<file path="src/rtl/bli_pkg.sv">
`timescale 1ns / 1ps

package bli_pkg;

  localparam int INDEX_BITS_DEF = 24;
  localparam int LAYER_W        = 5;
  localparam int CFG_DATA_W     = 5;
  localparam int CFG_IDX_W      = 4;
  localparam int ZM1_W          = 5;

  localparam logic [CFG_IDX_W-1:0] CFG_DEGREE      = 4'd0;
  localparam logic [CFG_IDX_W-1:0] CFG_LAYER_COUNT = 4'd1;

  localparam logic [CFG_DATA_W-1:0] DEGREE_RST      = 5'd3;
  localparam logic [CFG_DATA_W-1:0] LAYER_COUNT_RST = 5'd10;
  localparam logic [CFG_DATA_W-1:0] DEGREE_MIN      = 5'd3;

  typedef struct packed {
    logic               found;
    logic [LAYER_W-1:0] layer;
  } walk_stat_t;

endpackage

</file>
<file path="src/rtl/bli_if.sv">
`timescale 1ns / 1ps

interface bli_in_if #(
  parameter int INDEX_BITS = bli_pkg::INDEX_BITS_DEF
);
  logic                  valid;
  logic                  ready;
  logic [INDEX_BITS-1:0] node_index;

  modport source (output valid, output node_index, input ready);
  modport sink   (input valid, input node_index, output ready);
endinterface

interface bli_out_if #(
  parameter int INDEX_BITS = bli_pkg::INDEX_BITS_DEF
);
  logic                           valid;
  logic                           ready;
  logic [bli_pkg::LAYER_W-1:0]    layer;
  logic [INDEX_BITS-1:0]          layer_position;
  logic [INDEX_BITS-1:0]          parent_index;
  logic [INDEX_BITS-1:0]          first_child_index;
  logic                           on_boundary;
  logic                           is_root;
  logic [INDEX_BITS-1:0]          total_nodes;
  logic                           out_of_range;
  logic                           child_overflow;

  modport source (output valid, output layer, output layer_position, output parent_index,
                  output first_child_index, output on_boundary, output is_root,
                  output total_nodes, output out_of_range, output child_overflow,
                  input ready);
  modport sink   (input valid, input layer, input layer_position, input parent_index,
                  input first_child_index, input on_boundary, input is_root,
                  input total_nodes, input out_of_range, input child_overflow,
                  output ready);
endinterface

interface bli_cfg_if;
  logic                             valid;
  logic                             ready;
  logic [bli_pkg::CFG_IDX_W-1:0]    index;
  logic [bli_pkg::CFG_DATA_W-1:0]   data;

  modport source (output valid, output index, output data, input ready);
  modport sink   (input valid, input index, input data, output ready);
endinterface

</file>
<file path="src/rtl/bethe_lattice_node_indexer.sv">
`timescale 1ns / 1ps

// Cayley tree node indexer. One node index is taken when in_ch.ready is high; the block then
// walks the layers one per cycle, divides the in-layer offset by degree-1 with a restoring
// divider at one quotient bit per cycle (skipped for the root and out-of-range indices), and
// loads the result register from the finish state once the output register is free.
// in_ch.ready stays low from acceptance until that load; a finished result may wait in the
// output register while the next word is taken. Config writes are always accepted and must
// come only while the block is idle.

module bethe_lattice_node_indexer #(
  parameter int INDEX_BITS = bli_pkg::INDEX_BITS_DEF
) (
  input  logic          clk,
  input  logic          rst_n,
  bli_in_if.sink        in_ch,
  bli_out_if.source     out_ch,
  bli_cfg_if.sink       cfg_ch
);

  localparam int WW = INDEX_BITS + 2;
  localparam int CS = WW + 6;
  localparam int PW = INDEX_BITS + bli_pkg::ZM1_W;
  localparam logic [INDEX_BITS-1:0] IDX_MAX = {INDEX_BITS{1'b1}};

  localparam logic [1:0] S_IDLE = 2'd0;
  localparam logic [1:0] S_WALK = 2'd1;
  localparam logic [1:0] S_DIV  = 2'd2;
  localparam logic [1:0] S_FIN  = 2'd3;

  logic [1:0] state_r, state_nxt;

  logic [bli_pkg::CFG_DATA_W-1:0] degree_r, lcnt_r;
  logic [bli_pkg::ZM1_W-1:0]      zm1;

  logic [INDEX_BITS-1:0] idx_r, off_r;
  logic [PW-1:0]         prod_r;

  logic                          in_acc, out_free, root;
  logic                          walk_done, div_go, div_done;
  bli_pkg::walk_stat_t           wstat;
  logic [INDEX_BITS-1:0]         w_lstart, w_pstart, quo;
  logic [WW-1:0]                 w_lsize, w_total;
  logic [INDEX_BITS-1:0]         walk_idx, dividend;

  logic [CS-1:0]                 child_sum;
  logic                          ovf;
  logic [INDEX_BITS-1:0]         total_sat;

  logic                          out_valid_r;
  logic [bli_pkg::LAYER_W-1:0]   layer_r;
  logic [INDEX_BITS-1:0]         pos_r, parent_r, child_r, total_r;
  logic                          bnd_r, root_r, oor_r, ovf_r;

  assign cfg_ch.ready = 1'b1;

  always_ff @(posedge clk) begin
    if (!rst_n) begin
      degree_r <= bli_pkg::DEGREE_RST;
      lcnt_r   <= bli_pkg::LAYER_COUNT_RST;
    end else if (cfg_ch.valid) begin
      if (cfg_ch.index == bli_pkg::CFG_DEGREE) begin
        degree_r <= cfg_ch.data;
      end else if (cfg_ch.index == bli_pkg::CFG_LAYER_COUNT) begin
        lcnt_r <= cfg_ch.data;
      end
    end
  end

  assign zm1 = ((degree_r < bli_pkg::DEGREE_MIN) ? bli_pkg::DEGREE_MIN : degree_r) - 1'b1;

  assign in_ch.ready = (state_r == S_IDLE);
  assign in_acc      = in_ch.valid && in_ch.ready;
  assign out_free    = !out_valid_r || out_ch.ready;
  assign root        = (idx_r == '0);
  assign walk_idx    = (state_r == S_IDLE) ? in_ch.node_index : idx_r;
  assign dividend    = idx_r - w_lstart;
  assign div_go      = (state_r == S_WALK) && walk_done && wstat.found && !root;

  bli_walk #(.INDEX_BITS(INDEX_BITS)) u_walk (
    .clk    (clk),
    .rst_n  (rst_n),
    .start  (in_acc),
    .idx    (walk_idx),
    .zm1    (zm1),
    .lcnt   (lcnt_r),
    .done   (walk_done),
    .stat   (wstat),
    .lstart (w_lstart),
    .lsize  (w_lsize),
    .pstart (w_pstart),
    .total  (w_total)
  );

  bli_div #(.INDEX_BITS(INDEX_BITS)) u_div (
    .clk      (clk),
    .rst_n    (rst_n),
    .start    (div_go),
    .dividend (dividend),
    .divisor  (zm1),
    .done     (div_done),
    .quotient (quo)
  );

  always_comb begin
    state_nxt = state_r;
    unique case (state_r)
      S_IDLE: if (in_acc) state_nxt = S_WALK;
      S_WALK: begin
        if (walk_done) state_nxt = div_go ? S_DIV : S_FIN;
      end
      S_DIV:  if (div_done) state_nxt = S_FIN;
      S_FIN:  if (out_free) state_nxt = S_IDLE;
      default: state_nxt = S_IDLE;
    endcase
  end

  always_ff @(posedge clk) begin
    if (!rst_n) begin
      state_r <= S_IDLE;
    end else begin
      state_r <= state_nxt;
    end
  end

  always_ff @(posedge clk) begin
    if (in_acc) idx_r <= in_ch.node_index;
    if (div_go) off_r <= dividend;
    if (state_r == S_DIV) prod_r <= {{bli_pkg::ZM1_W{1'b0}}, off_r} * PW'(zm1);
  end

  assign child_sum = CS'(w_lstart) + CS'(w_lsize) + CS'(prod_r);
  assign ovf       = wstat.found && !root && (child_sum > CS'(IDX_MAX));
  assign total_sat = (w_total > WW'(IDX_MAX)) ? IDX_MAX : w_total[INDEX_BITS-1:0];

  always_ff @(posedge clk) begin
    if (!rst_n) begin
      out_valid_r <= 1'b0;
    end else if (state_r == S_FIN && out_free) begin
      out_valid_r <= 1'b1;
    end else if (out_ch.ready) begin
      out_valid_r <= 1'b0;
    end
  end

  always_ff @(posedge clk) begin
    if (state_r == S_FIN && out_free) begin
      total_r <= total_sat;
      root_r  <= root;
      ovf_r   <= ovf;
      if (root) begin
        layer_r  <= '0;
        pos_r    <= '0;
        parent_r <= '0;
        child_r  <= INDEX_BITS'(1);
        bnd_r    <= (lcnt_r == '0);
        oor_r    <= 1'b0;
      end else if (wstat.found) begin
        layer_r  <= wstat.layer;
        pos_r    <= off_r + 1'b1;
        parent_r <= (wstat.layer == bli_pkg::LAYER_W'(1)) ? '0 : (w_pstart + quo);
        child_r  <= ovf ? '0 : child_sum[INDEX_BITS-1:0];
        bnd_r    <= (wstat.layer == lcnt_r);
        oor_r    <= 1'b0;
      end else begin
        layer_r  <= '0;
        pos_r    <= '0;
        parent_r <= '0;
        child_r  <= '0;
        bnd_r    <= 1'b0;
        oor_r    <= 1'b1;
      end
    end
  end

  assign out_ch.valid             = out_valid_r;
  assign out_ch.layer             = layer_r;
  assign out_ch.layer_position    = pos_r;
  assign out_ch.parent_index      = parent_r;
  assign out_ch.first_child_index = child_r;
  assign out_ch.on_boundary       = bnd_r;
  assign out_ch.is_root           = root_r;
  assign out_ch.total_nodes       = total_r;
  assign out_ch.out_of_range      = oor_r;
  assign out_ch.child_overflow    = ovf_r;

  a_oor_clear: assert property (@(posedge clk) disable iff (!rst_n)
    (out_valid_r && oor_r) |-> (layer_r == '0 && child_r == '0 && !ovf_r && !root_r))
    else $error("out-of-range word carries node fields");

  a_ovf_zero: assert property (@(posedge clk) disable iff (!rst_n)
    (out_valid_r && ovf_r) |-> (child_r == '0 && !oor_r))
    else $error("child overflow with nonzero child index");

  a_root_fields: assert property (@(posedge clk) disable iff (!rst_n)
    (out_valid_r && root_r) |-> (layer_r == '0 && pos_r == '0 && child_r == INDEX_BITS'(1)))
    else $error("root word has wrong fields");

  a_div_entry: assert property (@(posedge clk) disable iff (!rst_n)
    div_go |=> (state_r == S_DIV))
    else $error("divider started without entering divide state");

endmodule

</file>
<file path="src/rtl/bli_walk.sv">
`timescale 1ns / 1ps

module bli_walk #(
  parameter int INDEX_BITS = bli_pkg::INDEX_BITS_DEF
) (
  input  logic                          clk,
  input  logic                          rst_n,
  input  logic                          start,
  input  logic [INDEX_BITS-1:0]         idx,
  input  logic [bli_pkg::ZM1_W-1:0]     zm1,
  input  logic [bli_pkg::LAYER_W-1:0]   lcnt,
  output logic                          done,
  output bli_pkg::walk_stat_t           stat,
  output logic [INDEX_BITS-1:0]         lstart,
  output logic [INDEX_BITS+1:0]         lsize,
  output logic [INDEX_BITS-1:0]         pstart,
  output logic [INDEX_BITS+1:0]         total
);

  localparam int WW = INDEX_BITS + 2;
  localparam int PW = WW + bli_pkg::ZM1_W;
  localparam logic [WW-1:0] CAP = {1'b1, {(WW-1){1'b0}}};

  logic                         busy_r;
  logic [bli_pkg::LAYER_W:0]    k_r;
  logic [WW-1:0]                prev_r, start_r, size_r;
  logic                         found_r;
  logic [bli_pkg::LAYER_W-1:0]  layer_r;
  logic [INDEX_BITS-1:0]        lstart_r, pstart_r;
  logic [WW-1:0]                lsize_r;

  logic [WW:0]   sum_ss;
  logic [WW-1:0] start_sat, size_sat;
  logic [PW-1:0] prod;
  logic          hit, last;

  assign sum_ss    = {1'b0, start_r} + {1'b0, size_r};
  assign start_sat = (sum_ss > {1'b0, CAP}) ? CAP : sum_ss[WW-1:0];
  assign prod      = {{bli_pkg::ZM1_W{1'b0}}, size_r} * PW'(zm1);
  assign size_sat  = (prod > PW'(CAP)) ? CAP : prod[WW-1:0];
  assign hit       = !found_r && ({3'b000, idx} < sum_ss);
  assign last      = k_r > {1'b0, lcnt};

  assign done   = busy_r && last;
  assign stat   = '{found: found_r, layer: layer_r};
  assign lstart = lstart_r;
  assign lsize  = lsize_r;
  assign pstart = pstart_r;
  assign total  = start_r;

  always_ff @(posedge clk) begin
    if (!rst_n) begin
      busy_r <= 1'b0;
    end else if (start) begin
      busy_r <= 1'b1;
    end else if (done) begin
      busy_r <= 1'b0;
    end
  end

  always_ff @(posedge clk) begin
    if (start) begin
      k_r      <= (bli_pkg::LAYER_W+1)'(1);
      prev_r   <= '0;
      start_r  <= WW'(1);
      size_r   <= WW'(zm1) + WW'(1);
      found_r  <= (idx == '0);
      layer_r  <= '0;
      lstart_r <= '0;
      lsize_r  <= '0;
      pstart_r <= '0;
    end else if (busy_r && !last) begin
      if (hit) begin
        found_r  <= 1'b1;
        layer_r  <= k_r[bli_pkg::LAYER_W-1:0];
        lstart_r <= start_r[INDEX_BITS-1:0];
        lsize_r  <= size_r;
        pstart_r <= prev_r[INDEX_BITS-1:0];
      end
      k_r     <= k_r + 1'b1;
      prev_r  <= start_r;
      start_r <= start_sat;
      size_r  <= size_sat;
    end
  end

endmodule

</file>
<file path="src/rtl/bli_div.sv">
`timescale 1ns / 1ps

module bli_div #(
  parameter int INDEX_BITS = bli_pkg::INDEX_BITS_DEF
) (
  input  logic                       clk,
  input  logic                       rst_n,
  input  logic                       start,
  input  logic [INDEX_BITS-1:0]      dividend,
  input  logic [bli_pkg::ZM1_W-1:0]  divisor,
  output logic                       done,
  output logic [INDEX_BITS-1:0]      quotient
);

  localparam int CW = $clog2(INDEX_BITS + 1);
  localparam int RW = bli_pkg::ZM1_W + 1;

  logic                   busy_r, done_r;
  logic [CW-1:0]          cnt_r;
  logic [INDEX_BITS-1:0]  quo_r;
  logic [RW-1:0]          rem_r;

  logic [RW-1:0] trial;
  logic          ge;

  assign trial    = {rem_r[RW-2:0], quo_r[INDEX_BITS-1]};
  assign ge       = trial >= {1'b0, divisor};
  assign done     = done_r;
  assign quotient = quo_r;

  always_ff @(posedge clk) begin
    if (!rst_n) begin
      busy_r <= 1'b0;
      done_r <= 1'b0;
    end else begin
      done_r <= 1'b0;
      if (start) begin
        busy_r <= 1'b1;
      end else if (busy_r && cnt_r == CW'(INDEX_BITS - 1)) begin
        busy_r <= 1'b0;
        done_r <= 1'b1;
      end
    end
  end

  always_ff @(posedge clk) begin
    if (start) begin
      cnt_r <= '0;
      quo_r <= dividend;
      rem_r <= '0;
    end else if (busy_r) begin
      cnt_r <= cnt_r + 1'b1;
      quo_r <= {quo_r[INDEX_BITS-2:0], ge};
      rem_r <= ge ? (trial - {1'b0, divisor}) : trial;
    end
  end

endmodule

</file>
<file path="src/flat_wrapper.sv">
// flat-port wrapper written by rule: the top's interface ports become plain ports
module bethe_lattice_node_indexer_flat 
#(
  parameter int INDEX_BITS = bli_pkg::INDEX_BITS_DEF
)
  (clk, rst_n, in_ch_valid, in_ch_node_index, in_ch_ready, out_ch_valid, out_ch_layer, out_ch_layer_position, out_ch_parent_index, out_ch_first_child_index, out_ch_on_boundary, out_ch_is_root, out_ch_total_nodes, out_ch_out_of_range, out_ch_child_overflow, out_ch_ready, cfg_ch_valid, cfg_ch_index, cfg_ch_data, cfg_ch_ready);
  bli_in_if #(.INDEX_BITS(INDEX_BITS)) in_ch_i ();
  bli_out_if #(.INDEX_BITS(INDEX_BITS)) out_ch_i ();
  bli_cfg_if cfg_ch_i ();
  input  logic clk;
  input  logic rst_n;
  input wire logic [$bits(in_ch_i.valid)-1:0] in_ch_valid;
  input wire logic [$bits(in_ch_i.node_index)-1:0] in_ch_node_index;
  output wire logic [$bits(in_ch_i.ready)-1:0] in_ch_ready;
  output wire logic [$bits(out_ch_i.valid)-1:0] out_ch_valid;
  output wire logic [$bits(out_ch_i.layer)-1:0] out_ch_layer;
  output wire logic [$bits(out_ch_i.layer_position)-1:0] out_ch_layer_position;
  output wire logic [$bits(out_ch_i.parent_index)-1:0] out_ch_parent_index;
  output wire logic [$bits(out_ch_i.first_child_index)-1:0] out_ch_first_child_index;
  output wire logic [$bits(out_ch_i.on_boundary)-1:0] out_ch_on_boundary;
  output wire logic [$bits(out_ch_i.is_root)-1:0] out_ch_is_root;
  output wire logic [$bits(out_ch_i.total_nodes)-1:0] out_ch_total_nodes;
  output wire logic [$bits(out_ch_i.out_of_range)-1:0] out_ch_out_of_range;
  output wire logic [$bits(out_ch_i.child_overflow)-1:0] out_ch_child_overflow;
  input wire logic [$bits(out_ch_i.ready)-1:0] out_ch_ready;
  input wire logic [$bits(cfg_ch_i.valid)-1:0] cfg_ch_valid;
  input wire logic [$bits(cfg_ch_i.index)-1:0] cfg_ch_index;
  input wire logic [$bits(cfg_ch_i.data)-1:0] cfg_ch_data;
  output wire logic [$bits(cfg_ch_i.ready)-1:0] cfg_ch_ready;
  assign in_ch_i.valid = in_ch_valid;
  assign in_ch_i.node_index = in_ch_node_index;
  assign in_ch_ready = in_ch_i.ready;
  assign out_ch_valid = out_ch_i.valid;
  assign out_ch_layer = out_ch_i.layer;
  assign out_ch_layer_position = out_ch_i.layer_position;
  assign out_ch_parent_index = out_ch_i.parent_index;
  assign out_ch_first_child_index = out_ch_i.first_child_index;
  assign out_ch_on_boundary = out_ch_i.on_boundary;
  assign out_ch_is_root = out_ch_i.is_root;
  assign out_ch_total_nodes = out_ch_i.total_nodes;
  assign out_ch_out_of_range = out_ch_i.out_of_range;
  assign out_ch_child_overflow = out_ch_i.child_overflow;
  assign out_ch_i.ready = out_ch_ready;
  assign cfg_ch_i.valid = cfg_ch_valid;
  assign cfg_ch_i.index = cfg_ch_index;
  assign cfg_ch_i.data = cfg_ch_data;
  assign cfg_ch_ready = cfg_ch_i.ready;
  bethe_lattice_node_indexer #(.INDEX_BITS(INDEX_BITS)) u_core (.clk(clk), .rst_n(rst_n), .in_ch(in_ch_i), .out_ch(out_ch_i), .cfg_ch(cfg_ch_i));
endmodule
</file>
<file path="config.mk">
export PLATFORM = sky130hd
export DESIGN_NAME = bethe_lattice_node_indexer_flat
export DESIGN_NICKNAME = d
export VERILOG_FILES = /design/src/rtl/bli_pkg.sv /design/src/rtl/bli_if.sv /design/src/rtl/bethe_lattice_node_indexer.sv /design/src/rtl/bli_walk.sv /design/src/rtl/bli_div.sv /design/src/flat_wrapper.sv
export SDC_FILE = /design/constraint.sdc
export NUM_CORES = 1
export LEC_CHECK = 0
export ABC_AREA = 1
export BUFFER_PORTS_ARGS = -buffer_cell sky130_fd_sc_hd__clkbuf_2
export CAP_MARGIN = 20
export CELL_PAD_IN_SITES_DETAIL_PLACEMENT = 0
export CELL_PAD_IN_SITES_GLOBAL_PLACEMENT = 1
export CORE_MARGIN = 2
export CORE_UTILIZATION = 40
export DETAILED_ROUTE_END_ITERATION = 8
export GPL_ROUTABILITY_DRIVEN = 0
export GPL_TIMING_DRIVEN = 1
export HOLD_SLACK_MARGIN = 0.02
export PLACE_DENSITY = 0.8
export SLEW_MARGIN = 20
export SYNTH_ARGS = -nofsm -noshare
export SYNTH_HDL_FRONTEND = slang
export SYNTH_SLANG_ARGS = --single-unit
</file>
<file path="constraint.sdc">
create_clock -name clk -period 6.4 [get_ports clk]
set_input_delay 0.32 -clock clk [delete_from_list [all_inputs] [get_ports clk]]
set_output_delay 0.32 -clock clk [all_outputs]
set_load 0.02 [all_outputs]
</file>
==> results.cfg, run 1 <==
[global_route]
track_usage_pct = 23.7
antenna_found_initial = 1
grt_max_degree = 76
grt_overflow = 0
grt_pass1_wl_mm = 150
grt_pass1_vias = 25800

[clock_network]
post-cts-setup-buffers = 0
cts_max_level = 2
max-clock-path-buffers = 3
cts_buffers = 47
clk_pin_slew_worst_paths_ps = 60
insertion_delay_ps = 620
cts_tree = yes
clockRootBuffer = clkbuf_16
clkSinkCount = 394

[worst_setup_path]
path_max_fanout = 27
critPathLaunchType = register
max_stage_delay_ps = 550
cp_top_family = adder cells
path_class = register to register
path_buf_inv = 5
cp-end-kind = register
worst_path_max_delay_cell = fa_1
critPathRequiredTime_ps = 6730
arrival_ps = 6310

[power]
switching_share_pct = 49.3
power.share.sequential_pct = 27.0
vdd_drop_max_uv = 277
p_leak_nw = 16.8
switching_power_mw = 7.38
pwr_density_cell_nw_per_um2 = 429
power.internal_mw = 7.60
finalPower_mw = 15.0
power_frac_clock_pct = 18.8
comb_power_share_pct = 54.2

[sta]
fin_crit_ps = 5980
setup_ws_ps = 422
finalSetupTns_ps = 0
hold_violations = 0
rsz0062_at_grt = false
drv_slew = 0
worstMarginPinSlew_ps = 1050
setup_viol_count_final = 0
max_freq_mhz = 167
maxSlewHeadroom_pct = 29.7
min_period_over_period_pct = 93.4
clock_skew_ps = 38.3

[placement]
dp_slack_ps = 490
dpl.hpwl_mm = 76.9
postPlaceCellArea_sq_um = 33000
dp_cells = 5174
io_buffer_count = 144

[layout]
layout_commonest_cell = nand2_1
syn_to_final_growth_pct = 11.4
instances_no_fill = 5289
final_layout_size_suffix_gt1_share_pct = 9.84
final_cell_mix = nand2_1 (1029), inv_1 (624), nor2_1 (501)
fin_nets = 4632
fin_area_sq_um = 34900
diodes = 0

[drt]
drt-total-wl_mm = 96.4
wl_per_cell_microns = 18.2
drtIter0Drc = 2141
antenna_left = 0
drt-pass1-iter-count = 6
via_count = 27000
avgViaCountPerCell = 5.10
drc = 0

[hold_path]
hp-class = primary input to register

[floorplan]
die_height_microns = 284
start_util_pct = 40.5
num_rows = 102
die_w_microns = 284
die-area_sq_um = 80600
core_area_sq_um = 77500
num_io_pins = 146

[synthesis]
ys_warn_count = 0
syn_area_sq_um = 31300
syn_inst = 4066
ys_types = 54
syn-num-nets = 4488
ys_seq_area_share_pct = 32.6
ys_ff_latch = 394
syn_avg_cell_area_sq_um = 7.71

[run_status]
status = finished, final reports clean

[job]
maxCapViolCount = 0
-- path summary, 6_finish.rpt --
check / start / end / slack (ps) / cells after the start
setup / recovery: u_core.degree_r[3] / u_core.u_walk.size_r[10] / 420 / 25
hold / removal: cfg_ch_data[4] / u_core.lcnt_r[4] / 50 / 3
setup reg to reg: u_core.degree_r[3] / u_core.u_walk.size_r[10] / 420 / 25
hold reg to reg: u_core.u_div.cnt_r[4] / u_core.u_div.cnt_r[4] / 470 / 2
-- through the flow --
stage,hold slack [ps],util (%)
finish,53.4,45.1
global route,87.3,45.1
CTS,33.3,45.1
detailed placement,457,42.6
global placement,452,42.6
floorplan,419,-
-- cells by family after synthesis --
| logic type | Yosys count | share of synthesized area [%] |
|---|---|---|
| and+or+nand+nor | 1919 | 25.8 |
| buffers and inverters | 750 | 9.76 |
| AOI/OAI and AO/OA | 522 | 9.84 |
| DFF | 394 | 32.6 |
| adders and majority gates | 384 | 19.3 |
| xor gates and xnor gates | 96 | 2.68 |
| other | 1 | 0.0120 |
-- flip-flops by register name, summed over array words and instances (netlist names), 6 cells and up --
register,cells
u_core.u_walk.total,26
u_core.out_ch.layer_position,24
u_core.u_walk.pstart,24
u_core.u_walk.size_r,26
u_core.u_walk.lsize,26
u_core.out_ch.first_child_index,24
u_core.u_walk.lstart,24
u_core.out_ch.total_nodes,24
u_core.u_div.quotient,24
u_core.prod_r,29
u_core.u_walk.prev_r,24
u_core.out_ch.parent_index,24
u_core.u_walk.k_r,6
u_core.off_r,24
u_core.idx_r,24
-- synth_stat cells (all sizes together) --
cell / count / area, sq um
a211oi: 3 / 22.5
a21boi: 5 / 37.5
a21o: 9 / 67.6
a21oi: 305 / 1800
a311oi: 1 / 8.76
a31o: 1 / 8.76
a31oi: 7 / 43.8
and2: 5 / 31.3
and3: 2 / 12.5
buf: 62 / 477
clkbuf: 47 / 176
clkinv: 3 / 11.3
conb: 1 / 3.75
dfxtp: 161 / 3220
edfxtp: 233 / 7000
fa: 167 / 3340
ha: 217 / 2720
inv: 638 / 2390
nand2: 1038 / 3920
nand3: 213 / 1230
nand3b: 15 / 113
nand4: 50 / 313
nor2: 522 / 2040
nor3: 42 / 210
nor3b: 5 / 37.5
nor4: 17 / 119
o2111ai: 3 / 26.3
o211ai: 8 / 65.1
o21a: 10 / 75.1
o21ai: 131 / 659
o21bai: 12 / 90.1
o221ai: 1 / 8.76
o22ai: 25 / 156
o41ai: 1 / 8.76
or2: 10 / 62.6
xnor2: 33 / 289
xor2: 63 / 552
-- metal layers --
metal / GRT usage, % / vias to the layer above / part of all wire, % / routed length (microns)
met2: 36.9 / 797 / 44 / 42000
met1: 33.8 / 12700 / 47 / 44900
met5: 0 / - / 0 / 0
li1: - / 13300 / - / -
met3: 2.81 / 147 / 5.9 / 5710
met4: 8.81 / 0 / 4.0 / 3840
-- layout make-up --
type | instances | area, sq um
inverters | 641 | 2410
fillers | 7854 | 42500
clock buffers | 66 | 1410
flip-flops and latches | 394 | 10200
clock inverters | 22 | 208
multi-input cells | 2922 | 18100
repair buffers | 204 | 1260
well taps | 1040 | 1300
-- power by group through the flow --
stage	registers [mW]	logic (mW)	clock network, mW
2_1_floorplan	3.90	5.74	0
3_3_place_gp	4.09	7.93	0
3_5_place_dp	4.10	7.94	0
4_1_cts	4.05	8.02	2.87
5_1_grt	4.09	9.05	2.96
6_report	4.05	8.11	2.82
-- repair_timing --
| item | CTS | global route |
|---|---|---|
| endpoints found under the hold margin | 30 | 0 |
| hold buffers | 27 | 0 |
| setup endpoints to repair | 0 | 4 |
| resized for setup | 0 | 2 |
-- worst min-delay path: cells and delay by family --
family	cells	cell delay, ps
buffers and inverters	1	110
AO/OA/AOI/OAI	2	180
(Power assumes the default switching activity.)
==> inputs of run 2 (changes only) <==
--- a/config.mk
+++ b/config.mk
@@ -12,6 +12,7 @@
 export CELL_PAD_IN_SITES_GLOBAL_PLACEMENT = 1
 export CORE_MARGIN = 2
 export CORE_UTILIZATION = 40
+export CTS_BUF_LIST = sky130_fd_sc_hd__clkbuf_2 sky130_fd_sc_hd__clkbuf_4 sky130_fd_sc_hd__clkbuf_8
 export DETAILED_ROUTE_END_ITERATION = 8
 export GPL_ROUTABILITY_DRIVEN = 0
 export GPL_TIMING_DRIVEN = 1
==> run 2 against run 1 <==
Sequential share of layout area shrank 0.12 points. Routed wire length rose by 0.47%. Critical path type unchanged. Die area unchanged. Highest routed layer unchanged.
==> results.cfg, run 2 (synthesized netlist as in run 1, its figures left out) <==
[sta]
hold_violations = 0
min_period_over_period_pct = 93.9
clock_skew_ps = 53.5
fin_crit_ps = 6010
maxSlewHeadroom_pct = 29.2
worstMarginPinSlew_ps = 1060
drv_slew = 0
finalSetupTns_ps = 0
rsz0062_at_grt = false
max_freq_mhz = 166
setup_viol_count_final = 0

[drt]
via_count = 27200
wl_met2_mm = 42.3
drtIter0Drc = 2114
drc = 0
drt-total-wl_mm = 96.9
top_layer = met4
wl_per_cell_microns = 18.1
avgViaCountPerCell = 5.09
antenna_left = 0
route.met3.wl_mm = 5.88
drt-met1-wl_mm = 44.8
drt-pass1-iter-count = 6

[floorplan]
num_rows = 102
die-area_sq_um = 80600
start_util_pct = 40.5
die_w_microns = 284
die_height_microns = 284
core_area_sq_um = 77500
num_io_pins = 146

[clock_network]
clk_pin_slew_worst_paths_ps = 60
clockRootBuffer = clkbuf_8
insertion_delay_ps = 700
cts_tree = yes
max-clock-path-buffers = 3
post-cts-setup-buffers = 0
cts_max_level = 3
clkSinkCount = 394
cts_buffers = 77

[power]
vdd_drop_max_uv = 274
power.internal_mw = 7.54
pwr_density_cell_nw_per_um2 = 427
switching_power_mw = 7.42
comb_power_share_pct = 54.2
p_leak_nw = 16.9
power.share.sequential_pct = 27.1
switching_share_pct = 49.6
finalPower_mw = 15.0
power_frac_clock_pct = 18.8

[worst_setup_path]
critPathRequiredTime_ps = 6820
path_max_fanout = 27
path_class = register to register
critPathLaunchType = register
arrival_ps = 6430
cp-end-kind = register

[layout]
instances_no_fill = 5352
layout_commonest_cell = nand2_1
regMostFlops = u_core.prod_r
fillCellCount = 7905
final_cell_mix = nand2_1 (1029), inv_1 (624), nor2_1 (501)
syn_to_final_growth_pct = 11.9
fin_nets = 4670
final_layout_size_suffix_gt1_share_pct = 11.0
fin_area_sq_um = 35100
largest_reg_flops = 29

[placement]
io_buffer_count = 144
dp_cells = 5174
dpl.hpwl_mm = 76.9
postPlaceCellArea_sq_um = 33000

[job]
maxCapViolCount = 0

[global_route]
grt_overflow = 0
grt_max_degree = 76
antenna_found_initial = 2
grt_pass1_wl_mm = 150
track_usage_pct = 23.8
grt_pass1_vias = 26100

[run_status]
status = finished, final reports clean

[hold_path]
hp-class = primary input to register
[run 2: cell types whose count changed in the layout (fill, tap and decap cells not counted), sizes merged]
| cell | delta |
|---|---|
| bufinv | +2 |
| dlygate4sd3 | +8 |
| clkinv | +1 |
| clkinvlp | +2 |
| inv | +3 |
| clkbuf | +46 |
| diode | +1 |
[run 2: layout make-up]
class	instances	area [sq um]	share of cell area, %
multi-input cells	2922	18100	51.6
flip-flops and latches	394	10200	29.1
inverters	641	2410	6.87
clock buffers	112	1370	3.91
repair buffers	212	1340	3.83
well taps	1040	1300	3.71
clock inverters	30	310	0.885
diodes	1	2.50	0.00714
[run 2: path summary, 6_finish.rpt]
check / start / end / slack, ps / cells past startpoint
setup / recovery: u_core.degree_r[3] / u_core.u_walk.size_r[10] / 390 / 25
hold reg to reg: u_core.u_div.cnt_r[4] / u_core.u_div.cnt_r[4] / 470 / 2
setup reg to reg: u_core.degree_r[3] / u_core.u_walk.size_r[10] / 390 / 25
hold / removal: cfg_ch_valid / u_core.degree_r[0] / 110 / 5
[run 2: critical path, stage by stage, from the launching register on]
cell	delay, ps
dfxtp_1	400
nor2_1	80
nand2_1	90
inv_1	70
nor2_2	90
inv_1	90
nor2_1	140
nand2_1	90
nand2_1	90
buf_4	360
nor2_1	130
fa_1	530
fa_1	550
inv_1	60
fa_1	530
inv_1	40
ha_1	380
a21oi_1	280
o21ai_0	140
a21oi_1	190
nand3_1	190
a21oi_1	210
xor2_1	390
nand2_2	210
nand3_4	290
nor2_1	100
[run 2: per-layer routing]
metal | GRT usage, % | vias to the layer above
met5 | 0 | -
li1 | - | 13400
met1 | 33.7 | 12800
met4 | 8.88 | 0
met3 | 3.36 | 169
met2 | 37.0 | 861
[run 2: metrics by stage]
stage,hold slack [ps],setup WS (ps),util [%]
3_5_place_dp,457,490,42.6
3_3_place_gp,452,611,42.6
4_1_cts,64.7,434,45.3
2_1_floorplan,419,144,-
5_1_grt,109,31.3,45.3
6_report,108,392,45.3
[run 2: repair_timing]
action | CTS | global route
hold buffers | 35 | 0
hold endpoints to repair | 34 | 0
endpoints found under the setup margin | 0 | 9
resized for setup | 0 | 2
[run 2: power by group through the flow]
stage | logic, mW | clock network (mW) | registers (mW)
2_1_floorplan | 5.74 | 0 | 3.90
5_1_grt | 9.05 | 2.96 | 4.10
6_report | 8.10 | 2.81 | 4.05
3_5_place_dp | 7.94 | 0 | 4.10
3_3_place_gp | 7.93 | 0 | 4.09
4_1_cts | 8.02 | 2.87 | 4.05
